===== src/hw/rtl/kns_div.sv =====
// Restoring radix-2 divider, one quotient bit a cycle.
// Depends on nothing else.
`timescale 1ns / 1ps
`default_nettype none
module kns_div (
	input wire logic clk,
	input wire logic arst_n,
	input wire logic start,
	input wire logic [63:0] num,
	input wire logic [31:0] den,
	output logic done,
	output logic [63:0] quo
);
	logic [63:0] num_q;
	logic [32:0] rem_q;
	logic [6:0] cnt_q;
	logic busy_q;
	logic [32:0] trial;
	logic [33:0] diff;

	// shift in the next numerator bit and try a subtract
	assign trial = {rem_q[31:0], num_q[63]};
	assign diff = {1'b0, trial} - {2'b0, den};

	always_ff @(posedge clk or negedge arst_n) begin
		if (!arst_n) begin
			busy_q <= 1'b0;
			done <= 1'b0;
			cnt_q <= '0;
		end else begin
			done <= 1'b0;
			if (start) begin
				busy_q <= 1'b1;
				cnt_q <= 7'd0;
				num_q <= num;
				rem_q <= '0;
				quo <= '0;
			end else if (busy_q) begin
				num_q <= {num_q[62:0], 1'b0};
				if (!diff[33]) begin
					rem_q <= diff[32:0];
					quo <= {quo[62:0], 1'b1};
				end else begin
					rem_q <= trial;
					quo <= {quo[62:0], 1'b0};
				end
				cnt_q <= cnt_q + 7'd1;
				if (cnt_q == 7'd63) begin
					busy_q <= 1'b0;
					done <= 1'b1;
				end
			end
		end
	end
endmodule
`default_nettype wire


===== config.mk =====
export PLATFORM = sky130hd
export DESIGN_NAME = kns_div
export DESIGN_NICKNAME = d
export VERILOG_FILES = /design/src/hw/rtl/kns_div.sv
export SDC_FILE = /design/constraint.sdc
export NUM_CORES = 1
export LEC_CHECK = 0
export ABC_CLOCK_PERIOD_IN_PS = 10700
export BUFFER_PORTS_ARGS = -buffer_cell sky130_fd_sc_hd__buf_2
export CAP_MARGIN = 20
export CORE_MARGIN = 2
export CORE_UTILIZATION = 55
export DETAILED_ROUTE_END_ITERATION = 10
export GPL_TIMING_DRIVEN = 0
export PLACE_DENSITY = 0.74
export SLEW_MARGIN = 20
export SYNTH_ARGS = -nofsm -noshare
export SYNTH_HDL_FRONTEND = slang
export SYNTH_SLANG_ARGS = --single-unit

===== constraint.sdc =====
create_clock -name clk -period 10.7 [get_ports clk]
set_input_delay 0 -clock clk [delete_from_list [all_inputs] [get_ports clk]]
set_output_delay 0 -clock clk [all_outputs]
set_load 0.02 [all_outputs]

==> key figures <==
Timing
  • Peak Freq: 294.2 MHz
  • Setup tns final: 0 ns
  • Setup repair after global routing missed its margin: no
  • Max-slew headroom: 26.83%
  • Final Hold Fails: 0
  • Count of pins over their slew limit: 0
  • Max Clock Skew: 0.009591 ns
  • Slew at the pin closest to its max-slew limit: 1.093 ns
  • Endpoints failing setup: 0
  • Period utilisation layout: 31.77%
  • Min cycle time layout: 3.399 ns

Synth
  • Synth Area in Simple Gates: 10.93%
  • Post-Syn Area: 0.009605 mm²
  • Ys flop type: edfxtp_1
  • Synth Warn #: 0
  • Post-synthesis average cell area: 11.27 µm²
  • Post-synthesis cell type count: 58
  • Post-Syn Nets: 985
  • Largest family of logic cells by synthesized area: multiplexers
  • FF+latch count, synth: 169
  • XOR/XNOR share of the synthesized area: 2.644%
  • Most frequent cell after synthesis: edfxtp_1
  • Mux contribution to synthesized area: 14.58%
  • Synth Area in Adders: 4.507%
  • Share of the synthesized area in the top cell type: 50.02%
  • FFs w/ async S/R, synth: 5.325%
  • Synth Instances: 852
  • Seq/Total Area, Yosys: 52.36%
  • Post-synthesis compound-gate area fraction: 11.11%
  • Cell accounting for the most synthesized area: edfxtp_1
  • Commonest cells post-synth: edfxtp_1 (160), nor2_1 (114), nand2_1 (84), mux2i_1 (69), mux2_2 (63)
  • EDFF count, synth: 160
  • Synth area leaders: edfxtp_1 (50%), mux2_2 (7.4%), mux2i_1 (7.2%)

Floorplanning
  • Row cnt: 48
  • Chip Height: 136.2 µm
  • Initial core utilization: 55.92%
  • Core Box Area: 0.01718 mm²
  • Die ar.: 0.01854 mm²
  • # IOs: 164
  • Die Wd: 136.2 µm

Global routing
  • Initial antenna violation count: 2
  • Overflow after GRT: 0
  • GR Util All Layers: 25.51%
  • Vias in the first global route: 7447
  • Largest net degree at the start of global routing: 81
  • First-pass GRT wire length: 36850 µm

Critical path
  • R2R depth: 10
  • Crit Path Max Fanout: 10
  • Critical path endpoint: rem_q[7]
  • Reg2reg start: rem_q[0]
  • Worst EP required: 10.84 ns
  • R2R Path End: rem_q[7]
  • Crit. End Element: register
  • Startpoint Class: register
  • Worst Setup SP: rem_q[0]
  • Worst Path Arrival: 3.54 ns
  • R2R setup slack: 7.30 ns
  • Worst setup path category: reg2reg

Final layout
  • Final instance area: 0.01209 mm²
  • Fillcell total: 1254
  • Layout Nets: 1236
  • Share of layout cells above drive strength 1: 25.54%
  • P&R area growth vs syn: 25.90%

Clock network
  • Clock Tree Root: clkbuf_16
  • Resize count post-CTS: 0
  • H-Tree Level Count: 4
  • CTS tree: done
  • CTS Buf Count: 17
  • Clock slew at reported path FFs: 0.07 ns
  • Clk Latency, worst-skew pair: 0.43 ns
  • CTS Buffer Depth: 2
  • CTS sink count: 169
  • # Post-CTS Setup Buffers: 0

Pwr
  • Worst vdd ir: 120.9 µV
  • Pwr/cell area: 157.1 mW/mm²
  • Pwr Total: 0.001900 W
  • Pleak: 5.394 nW

Routing
  • Post-route ant nets: 0
  • Vias per inst: 5.558
  • Via count: 7465
  • 1st-pass router iterations: 5
  • DRT iter0 DRCs: 490
  • Wire per inst: 17.42 µm
  • DRC Markers: 0
  • Total Wirelength: 23390 µm

Placement
  • Total placed instance area: 0.01083 mm²
  • Hpwl dp: 15600 µm
  • Gpl congestion: 0.9101
  • IO buf count: 163

Flow run
  • Max Cap Viol: 0

Outcome
  • Status: complete, no violations

Min path
  • Hold WC Path Type: in2async
placed cells by master, fill, tap and decap left out, types with 5 or more instances in the layout:
master and instances:
a21oi_1 30, nand3_1 6, xor2_1 11, mux2_2 63
nor2b_1 6, inv_1 39, a21o_1 12, mux2i_1 69
dfrtp_1 9, buf_2 168, clkbuf_1 35, nor3_1 6
o21bai_1 5, nand4_1 7, dlygate4sd3_1 65, ha_1 33
nor2_1 114, a211oi_1 8, o21ai_0 27, xnor2_1 18
o21a_1 5, edfxtp_1 160, and3_1 5, clkbuf_16 17
a311oi_1 24, nand2_1 84, o211ai_1 7
flip-flops by register name, indices dropped and copies added (netlist names):
register	count
rem_q	32
done	1
busy_q	1
num_q	64
quo	64
cnt_q	7
how the worst min path moves through the flow:
stage	end	cells after the start
4_1_cts	done	2
3_5_place_dp	cnt_q[6]	1
2_1_floorplan	busy_q	0
6_report	cnt_q[6]	2
5_1_grt	cnt_q[6]	2
3_3_place_gp	num_q[0]	2
where the power goes:
group / total, W / internal [W] / switching, W / leakage [nW]
Clock: 0.000639 / 0.000336 / 0.000303 / 0.295
Combinational: 0.000437 / 0.000194 / 0.000243 / 3.37
Sequential: 0.000825 / 0.000791 / 0.0000333 / 1.73
per-layer routing:
layer  vias to the layer above  global-route usage, %  wire length, µm
met5                         -                      0               13
met4                         2                  8.507              456
met3                        37                  4.884             1298
met2                       218                  42.29            11310
met1                      3568                  33.79            10320
li1                       3640                      -                -
through the flow:
stage          worst slack (ns)  utilization [%]  std cells  hold slack, ns
2_1_floorplan             6.738                -        852         -0.2956
3_3_place_gp              4.262            62.31       1240          0.2870
3_5_place_dp              7.328            63.03       1244         -0.1073
4_1_cts                   7.310            70.37       1341        0.002561
5_1_grt                   7.042            70.37       1341         0.02804
6_report                  7.301            70.40       1343         0.02565
final cells by class:
type / instances / area (µm²) / area share, %
flip-flops and latches: 169 / 5030 / 41.59
repair buffers: 232 / 1583 / 13.09
diodes: 2 / 5.005 / 0.04139
multi-input cells: 594 / 4212 / 34.83
inverters: 39 / 146.4 / 1.211
plain buffers: 50 / 225.2 / 1.862
clock buffers: 17 / 425.4 / 3.518
well taps: 225 / 281.5 / 2.328
clock inverters: 15 / 185.2 / 1.531
critical path, cell delays in order, from the launching register on:
cell and delay, ns:
edfxtp_1 0.46, ha_1 0.30, nor2b_1 0.15, o31a_1 0.28, o21ai_1 0.46, a211oi_1 0.14, or3_4 0.38, a211o_1 0.35
clkbuf_1 0.30, nand2_1 0.18, a311oi_2 0.10
cell families (layout without fill, tap and decap cells):
kind of cell	Yosys count	after routing
other	0	2
AND/OR/NAND/NOR	247	247
flip-flops	169	169
adder cells (fa/ha/maj)	34	34
XOR/XNOR	29	29
AO/OA/AOI/OAI	152	152
buffers and inverters	89	353
multiplexers	132	132
what timing repair did:
item,4_1_cts,5_1_grt
endpoints found under the setup margin,0,0
endpoints found under the hold margin,97,0
hold buffers,65,0
(Power assumes the default switching activity.)
